===== src/esd_pkg.sv =====
// Package: shared types, character constants and helper functions for the escape decoder.
package esd_pkg;

    // Escape state of the decoder
    typedef enum logic [2:0] {
        MODE_IDLE  = 3'd0,
        MODE_BS1   = 3'd1,
        MODE_BS2   = 3'd2,
        MODE_BS3   = 3'd3,
        MODE_CARET = 3'd4
    } esd_mode_t;

    // Input item kinds
    localparam logic ACT_CHAR  = 1'b0;
    localparam logic ACT_FLUSH = 1'b1;

    // Character constants
    localparam logic [7:0] CH_DEL     = 8'h7F;
    localparam logic [7:0] CARET_MASK = 8'h1F;
    localparam logic [7:0] CH_ZERO    = 8'h30;
    localparam logic [7:0] CH_BSLASH  = 8'h5C;
    localparam logic [7:0] CH_CARET   = 8'h5E;
    localparam logic [7:0] CH_QMARK   = 8'h3F;

    // Result queue depth; an item is taken only when two entries are free
    localparam int QUEUE_DEPTH = 4;
    localparam int QPTR_W      = $clog2(QUEUE_DEPTH);
    localparam int QCNT_W      = $clog2(QUEUE_DEPTH + 1);

    // One decoded result as stored in the queue
    typedef struct packed {
        logic [7:0] byte_out;
        logic       last;
    } esd_result_t;

    // Outcome of decoding one input item against the current state
    typedef struct packed {
        esd_mode_t  mode;
        logic [7:0] acc;
        logic [1:0] count;
        logic [7:0] byte0;
        logic [7:0] byte1;
    } esd_step_t;

    // Map a letter after a backslash to its control character
    function automatic logic [7:0] control_of(input logic [7:0] c);
        logic [7:0] r;
        case (c)
            8'h62:   r = 8'h08;
            8'h66:   r = 8'h0C;
            8'h6E:   r = 8'h0A;
            8'h72:   r = 8'h0D;
            8'h74:   r = 8'h09;
            default: r = c;
        endcase
        return r;
    endfunction

    // True for '0'..'7'
    function automatic logic is_octal(input logic [7:0] c);
        return c[7:3] == CH_ZERO[7:3];
    endfunction

endpackage


===== src/esd_in_if.sv =====
// Interface: input channel carrying action and character with valid/ready.
interface esd_in_if;
    logic       valid;
    logic       ready;
    logic       action;
    logic [7:0] char_in;

    modport source (output valid, output action, output char_in, input ready);
    modport sink   (input valid, input action, input char_in, output ready);
endinterface


===== src/esd_out_if.sv =====
// Interface: output channel carrying decoded bytes with valid/ready.
interface esd_out_if;
    logic       valid;
    logic       ready;
    logic [7:0] byte_out;
    logic       last;

    modport source (output valid, output byte_out, output last, input ready);
    modport sink   (input valid, input byte_out, input last, output ready);
endinterface


===== src/esd_decode.sv =====
// Module: combinational step of the escape decoder (next state and up to two bytes).
module esd_decode (
    input  esd_pkg::esd_mode_t mode,
    input  logic [7:0]         acc,
    input  logic               action,
    input  logic [7:0]         char_in,
    output esd_pkg::esd_step_t step
);
    import esd_pkg::*;

    logic       oct;
    logic [7:0] acc_shift;

    assign oct       = is_octal(char_in);
    assign acc_shift = {acc[4:0], char_in[2:0]};

    // Decode one item against the current escape state
    always_comb
    begin
        step.mode  = MODE_IDLE;
        step.acc   = acc;
        step.count = 2'd0;
        step.byte0 = char_in;
        step.byte1 = char_in;

        if (action == ACT_FLUSH)
        begin
            // Flush a pending escape and clear the state
            step.acc = 8'd0;
            case (mode)
                MODE_BS1, MODE_BS2, MODE_BS3:
                begin
                    step.count = 2'd1;
                    step.byte0 = acc;
                end
                MODE_CARET:
                begin
                    step.count = 2'd1;
                    step.byte0 = CH_CARET;
                end
                default:
                begin
                    step.count = 2'd0;
                end
            endcase
        end
        else
        begin
            case (mode)
                MODE_BS1:
                begin
                    if (oct)
                    begin
                        step.acc  = acc_shift;
                        step.mode = MODE_BS2;
                    end
                    else
                    begin
                        step.count = 2'd1;
                        step.byte0 = control_of(char_in);
                    end
                end
                MODE_BS2, MODE_BS3:
                begin
                    if (oct)
                    begin
                        step.acc = acc_shift;
                        if (mode == MODE_BS2)
                        begin
                            step.mode = MODE_BS3;
                        end
                        else
                        begin
                            step.count = 2'd1;
                            step.byte0 = acc_shift;
                        end
                    end
                    else
                    begin
                        // Short run ended: emit the value, then handle the char as idle
                        step.byte0 = acc;
                        if (char_in == CH_BSLASH)
                        begin
                            step.count = 2'd1;
                            step.mode  = MODE_BS1;
                            step.acc   = 8'd0;
                        end
                        else if (char_in == CH_CARET)
                        begin
                            step.count = 2'd1;
                            step.mode  = MODE_CARET;
                        end
                        else
                        begin
                            step.count = 2'd2;
                            step.byte1 = char_in;
                        end
                    end
                end
                MODE_CARET:
                begin
                    step.count = 2'd1;
                    step.byte0 = (char_in == CH_QMARK) ? CH_DEL : (char_in & CARET_MASK);
                end
                default:
                begin
                    if (char_in == CH_BSLASH)
                    begin
                        step.mode = MODE_BS1;
                        step.acc  = 8'd0;
                    end
                    else if (char_in == CH_CARET)
                    begin
                        step.mode = MODE_CARET;
                    end
                    else
                    begin
                        step.count = 2'd1;
                    end
                end
            endcase
        end
    end

endmodule


===== src/escape_sequence_decoder.sv =====
// Results are registered in the result queue and presented from its head.
// Throughput: one input item per cycle while two queue entries are free; the decode
// state sits in two registers and a four-entry result queue lets input continue while
// results wait. An item that gives two bytes takes two output transfers.
// Reset: asynchronous, active low; clears escape state and empties the queue.
module escape_sequence_decoder (
    input  logic      clk,
    input  logic      rst_n,
    esd_in_if.sink    in_chan,
    esd_out_if.source out_chan
);
    import esd_pkg::*;

    esd_mode_t         mode_reg, mode_next;
    logic [7:0]        acc_reg, acc_next;
    esd_step_t         step;

    esd_result_t       queue_reg [QUEUE_DEPTH];
    logic [QPTR_W-1:0] wr_ptr_reg, wr_ptr_next;
    logic [QPTR_W-1:0] rd_ptr_reg, rd_ptr_next;
    logic [QCNT_W-1:0] count_reg, count_next;

    logic              in_xfer;
    logic              out_xfer;
    logic [QPTR_W-1:0] wr_ptr_inc;

    // Take an item only when two queue entries are free
    assign in_chan.ready = (count_reg <= QCNT_W'(QUEUE_DEPTH - 2));
    assign in_xfer       = in_chan.valid & in_chan.ready;

    assign out_chan.valid    = (count_reg != '0);
    assign out_chan.byte_out = queue_reg[rd_ptr_reg].byte_out;
    assign out_chan.last     = queue_reg[rd_ptr_reg].last;
    assign out_xfer          = out_chan.valid & out_chan.ready;

    esd_decode u_decode (
        .mode    (mode_reg),
        .acc     (acc_reg),
        .action  (in_chan.action),
        .char_in (in_chan.char_in),
        .step    (step)
    );

    assign wr_ptr_inc = wr_ptr_reg + QPTR_W'(1);

    // Advance state and queue pointers
    always_comb
    begin
        mode_next   = mode_reg;
        acc_next    = acc_reg;
        wr_ptr_next = wr_ptr_reg;
        rd_ptr_next = rd_ptr_reg;
        count_next  = count_reg;
        if (in_xfer)
        begin
            mode_next   = step.mode;
            acc_next    = step.acc;
            wr_ptr_next = wr_ptr_reg + QPTR_W'(step.count);
            count_next  = count_reg + QCNT_W'(step.count);
        end
        if (out_xfer)
        begin
            rd_ptr_next = rd_ptr_reg + QPTR_W'(1);
            count_next  = count_next - QCNT_W'(1);
        end
    end

    // Hold control state
    always_ff @(posedge clk or negedge rst_n)
    begin
        if (!rst_n)
        begin
            mode_reg   <= MODE_IDLE;
            acc_reg    <= 8'd0;
            wr_ptr_reg <= '0;
            rd_ptr_reg <= '0;
            count_reg  <= '0;
        end
        else
        begin
            mode_reg   <= mode_next;
            acc_reg    <= acc_next;
            wr_ptr_reg <= wr_ptr_next;
            rd_ptr_reg <= rd_ptr_next;
            count_reg  <= count_next;
        end
    end

    // Write decoded bytes into the queue; last marks the final byte of the item
    always_ff @(posedge clk)
    begin
        if (in_xfer && step.count != 2'd0)
        begin
            queue_reg[wr_ptr_reg] <= '{byte_out: step.byte0, last: (step.count == 2'd1)};
            if (step.count == 2'd2)
            begin
                queue_reg[wr_ptr_inc] <= '{byte_out: step.byte1, last: 1'b1};
            end
        end
    end

endmodule

===== src/flat_wrapper.sv =====
// flat-port wrapper written by rule: the top's interface ports become plain ports
module escape_sequence_decoder_flat import esd_pkg::*;
  (clk, rst_n, in_chan_valid, in_chan_action, in_chan_char_in, in_chan_ready, out_chan_valid, out_chan_byte_out, out_chan_last, out_chan_ready);
  esd_in_if in_chan_i ();
  esd_out_if out_chan_i ();
  input  logic clk;
  input  logic rst_n;
  input wire logic [$bits(in_chan_i.valid)-1:0] in_chan_valid;
  input wire logic [$bits(in_chan_i.action)-1:0] in_chan_action;
  input wire logic [$bits(in_chan_i.char_in)-1:0] in_chan_char_in;
  output wire logic [$bits(in_chan_i.ready)-1:0] in_chan_ready;
  output wire logic [$bits(out_chan_i.valid)-1:0] out_chan_valid;
  output wire logic [$bits(out_chan_i.byte_out)-1:0] out_chan_byte_out;
  output wire logic [$bits(out_chan_i.last)-1:0] out_chan_last;
  input wire logic [$bits(out_chan_i.ready)-1:0] out_chan_ready;
  assign in_chan_i.valid = in_chan_valid;
  assign in_chan_i.action = in_chan_action;
  assign in_chan_i.char_in = in_chan_char_in;
  assign in_chan_ready = in_chan_i.ready;
  assign out_chan_valid = out_chan_i.valid;
  assign out_chan_byte_out = out_chan_i.byte_out;
  assign out_chan_last = out_chan_i.last;
  assign out_chan_i.ready = out_chan_ready;
  escape_sequence_decoder u_core (.clk(clk), .rst_n(rst_n), .in_chan(in_chan_i), .out_chan(out_chan_i));
endmodule

===== config.mk =====
export PLATFORM = sky130hd
export DESIGN_NAME = escape_sequence_decoder_flat
export DESIGN_NICKNAME = d
export VERILOG_FILES = /design/src/esd_pkg.sv /design/src/esd_in_if.sv /design/src/esd_out_if.sv /design/src/esd_decode.sv /design/src/escape_sequence_decoder.sv /design/src/flat_wrapper.sv
export SDC_FILE = /design/constraint.sdc
export NUM_CORES = 1
export LEC_CHECK = 0
export BUFFER_PORTS_ARGS = -buffer_cell sky130_fd_sc_hd__buf_4
export CELL_PAD_IN_SITES_DETAIL_PLACEMENT = 1
export CELL_PAD_IN_SITES_GLOBAL_PLACEMENT = 1
export CORE_AREA = 2 2 93 95
export CTS_CLUSTER_DIAMETER = 80
export DETAILED_ROUTE_END_ITERATION = 8
export DIE_AREA = 0 0 95 97
export GPL_TIMING_DRIVEN = 1
export PLACE_DENSITY_LB_ADDON = 0.12
export SKIP_CTS_REPAIR_TIMING = 1
export SLEW_MARGIN = 20
export SYNTH_ARGS = -nofsm -noshare
export SYNTH_HDL_FRONTEND = slang
export SYNTH_HIERARCHICAL = 1
export SYNTH_SLANG_ARGS = --single-unit

===== constraint.sdc =====
create_clock -name clk -period 3.6 [get_ports clk]
set_clock_uncertainty 0.1 [all_clocks]
set_input_delay 0.18 -clock clk [delete_from_list [all_inputs] [get_ports clk]]
set_output_delay 0.18 -clock clk [all_outputs]
set_load 0.01 [all_outputs]

==> results.tsv <==
stage	metric	value	unit
status	outcome	complete, no violations	
clocking	H-Tree Depth	2	
power_and_ir_drop	sequential share of power	43.2	%
final_layout	share of layout cells above drive strength 1	17.2	%
synthesis	syn_area_per_cell	9.22	um^2
final_layout	n_diodes	0	
floorplanning	row cnt	33	
power_and_ir_drop	Clock power frac	17.9	%
routing	Detailed Route Iter0 Violations	118	
timing	final slew viol count	0	
critical_path	Critical Path RT	3.65	ns
synthesis	Seq/Total Area, Yosys	40.0	%
critical_path	CP max FO	11	
timing	final period utilization	81.5	%
timing	setup_tns	0	ns
synthesis	number of flops mapped to enable cells by yosys	32	
global_route	number of global-route vias before repair	3295	
critical_path	CP max stage delay	0.56	ns
clocking	clock-pin slew of the registers on the worst-case setup and hold paths	0.11	ns
synthesis	YS warnings	6	
floorplanning	Initial Util	45.8	%
synthesis	ys async rst share	33.3	%
routing	Total Routed Length	10400	um
global_route	largest net degree at the start of global routing	25	
placement	DP Area	0.00394	mm^2
floorplanning	Die Span X	95	um
synthesis	Mapped Nets	421	
clocking	CTS tree	built	
power_and_ir_drop	PnR Total Power	2.10	mW
power_and_ir_drop	Int Power	1.31	mW
synthesis	Yosys cell types	70	
power_and_ir_drop	switching power share of the total	37.6	%
job	Max Cap Viol	0	
critical_path	crit-path most repeated cell	nor2_1	
timing	Max-slew headroom	50.9	%
routing	vias	3121	
global_route	all-layer global routing usage	23.7	%
clocking	Num CTS Buffers	5	
final_layout	max reg flops	36	
critical_path	crit-path cells	buf_4 > nand2b_1 > nor2_1 > a32oi_1 > o22a_1 > buf_4 > nand2b_1 > nor2_1 > a22oi_1 > nor2_1	
critical_path	Top delay family on crit path	simple AND/OR/NAND/NOR gates	
timing	worst slew pin tran	0.737	ns
floorplanning	Core Footprint	0.00813	mm^2
routing	remaining antenna violation count	0	
synthesis	Gate Count Post-Synth	404	
synthesis	Main synth FF type	edfxtp_1	
final_layout	fin cells	517	
synthesis	cell area after synthesis	0.00372	mm^2
global_route	initial antenna violation count	0	
placement	post-DP HPWL	7770	um
timing	RSZ-0062 raised after global routing	no	
final_layout	fillers	928	
timing	shortest period the worst path allows	2.93	ns
critical_path	critical path class	flip-flop to flip-flop	
timing	Hold Violations, Final	0	
final_layout	cell area after layout	0.00405	mm^2
timing	Finish-stage setup viols	0	
final_layout	area occupied by registers	0.00149	mm^2
power_and_ir_drop	Combinational Power Share	38.9	%
placement	Placer Congestion	0.880	
global_route	GRT overflow	0	
routing	DRT Pass-1 Iters	4	
clocking	Clock Sinks	54	
power_and_ir_drop	VDD IR max	167	uV
power_and_ir_drop	switching power	0.787	mW
global_route	first-pass GRT wire length	17100	um
routing	# DRC	0	
final_layout	Final #Nets	428	
floorplanning	die height	97	um
routing	vias per inst	6.04	
critical_path	startpoint class of the critical path	flip-flop	
final_layout	area delta synth->final	8.73	%
placement	Placed Cells	508	
power_and_ir_drop	Pwr Density	517	mW/mm^2
critical_path	Critical Path AT	2.98	ns
power_and_ir_drop	leak pwr	1.44	nW
critical_path	slowest cell on the critical path	dfrtp_1	
clocking	Clock Tree Root	clkbuf_8	
final_layout	multi-input combinational cell area	0.00199	mm^2
final_layout	Final Util	49.8	%
floorplanning	IO Pins	24	
min_path	min-delay worst type	primary input to flip-flop	
synthesis	post-synthesis register bit count	54	
critical_path	CP Capture Type	flip-flop	
clocking	worst-case clock buffer depth	2	
routing	drt wl/cell	20.1	um
placement	port bufs	23	
critical_path	WP buf/inv	2	
timing	FMAX	0.341	GHz
floorplanning	DIE AREA	0.00922	mm^2
clocking	Clk Latency, worst-skew pair	0.31	ns
-- synthesized netlist by cell type, types with 6 or more instances --
master	instances	share of area [%]
clkbuf_1	19	1.9
a21oi_1	32	4.3
a22oi_1	10	2.0
nor2_1	33	3.3
and2_1	7	1.2
nand2b_1	7	1.2
buf_2	7	0.94
xnor2_1	6	1.4
buf_4	9	1.8
inv_1	8	0.81
nand2_1	56	5.6
nand3b_1	19	3.8
edfxtp_1	32	26
nand3_1	21	2.8
dfrtp_1	18	12
mux4_2	9	5.4
o21ai_1	6	0.81
-- metrics by stage --
step	hold WS, ns	setup WS, ns
after floorplan	-0.216	0.424
after global placement	-0.0239	0.638
after detailed placement	-0.0212	0.567
after CTS	-0.376	0.663
after global routing	0.177	0.430
final	0.155	0.667
-- layer usage --
layer,global-route usage [%],share of wire (%),vias to the layer above
met3,2.18,2.5,10
met2,42.1,52,46
li1,-,-,1488
met5,0,0,-
met4,5.13,1.1,0
met1,31.0,44,1577
-- power by group through the flow --
stage | Combinational (mW) | Clock (mW) | Sequential (mW)
3_3_place_gp | 0.787 | 0 | 0.916
4_1_cts | 0.820 | 0.391 | 0.909
6_report | 0.814 | 0.376 | 0.905
2_1_floorplan | 0.669 | 0 | 0.801
3_5_place_dp | 0.818 | 0 | 0.922
5_1_grt | 0.893 | 0.406 | 0.931
-- cell families after synthesis --
group	count (synthesis)	synth area share, %
flip-flops	54	40.0
buffers and inverters	49	6.48
XOR/XNOR	11	2.59
multiplexers	15	7.15
adder cells (fa/ha/maj)	4	1.55
AO/OA/AOI/OAI	93	17.0
AND/OR/NAND/NOR	178	25.2
-- layout make-up --
type                       count  share of cell area, %
sequential                    54                   36.8
clock inverter                 2                  0.402
inverter                       9                  0.834
multi-input combinational    301                   49.2
timing repair buffer          40                   7.48
clock buffer                   6                   2.04
tap                          105                   3.24
-- cells in the final DEF, fill, tap and decap left out, drive strengths merged, types with 3 or more instances in the layout --
| master | instances |
|---|---|
| nand2 | 59 |
| buf | 39 |
| nor2 | 35 |
| a21oi | 33 |
| edfxtp | 32 |
| nand3 | 21 |
| nand3b | 19 |
| dfrtp | 18 |
| o21ai | 12 |
| a22oi | 10 |
| inv | 10 |
| mux4 | 9 |
| and2 | 7 |
| nand2b | 7 |
| clkbuf | 6 |
| xnor2 | 6 |
| mux2i | 6 |
| nor2b | 5 |
| xor2 | 5 |
| a32o | 5 |
| nor3 | 5 |
| nor4 | 5 |
| dfxtp | 4 |
| a211o | 4 |
| a31oi | 3 |
| ha | 3 |
| and3 | 3 |
| o211ai | 3 |
-- path summary, 6_finish.rpt --
path	start	to	slack, ns	depth (start not counted)
worst max-delay path	u_core/mode_reg[1]	u_core/queue_reg[1][5]	0.67	10
worst min-delay path	in_chan_valid	u_core/count_reg[1]	0.15	4
worst max register to register	u_core/mode_reg[1]	u_core/queue_reg[1][5]	0.67	10
worst min register to register	u_core/queue_reg[2][0]	u_core/queue_reg[2][0]	0.40	2
max in group asynchronous	rst_n	u_core/rd_ptr_reg[1]	3.00	2
min in group asynchronous	rst_n	u_core/mode_reg[0]	0.17	2
-- worst min-delay path, stage by stage --
cell	delay [ns]
buf_4	0.10
nand3_1	0.06
o21ai_1	0.11
mux2i_1	0.09
Power figures use the tool's default switching activity.
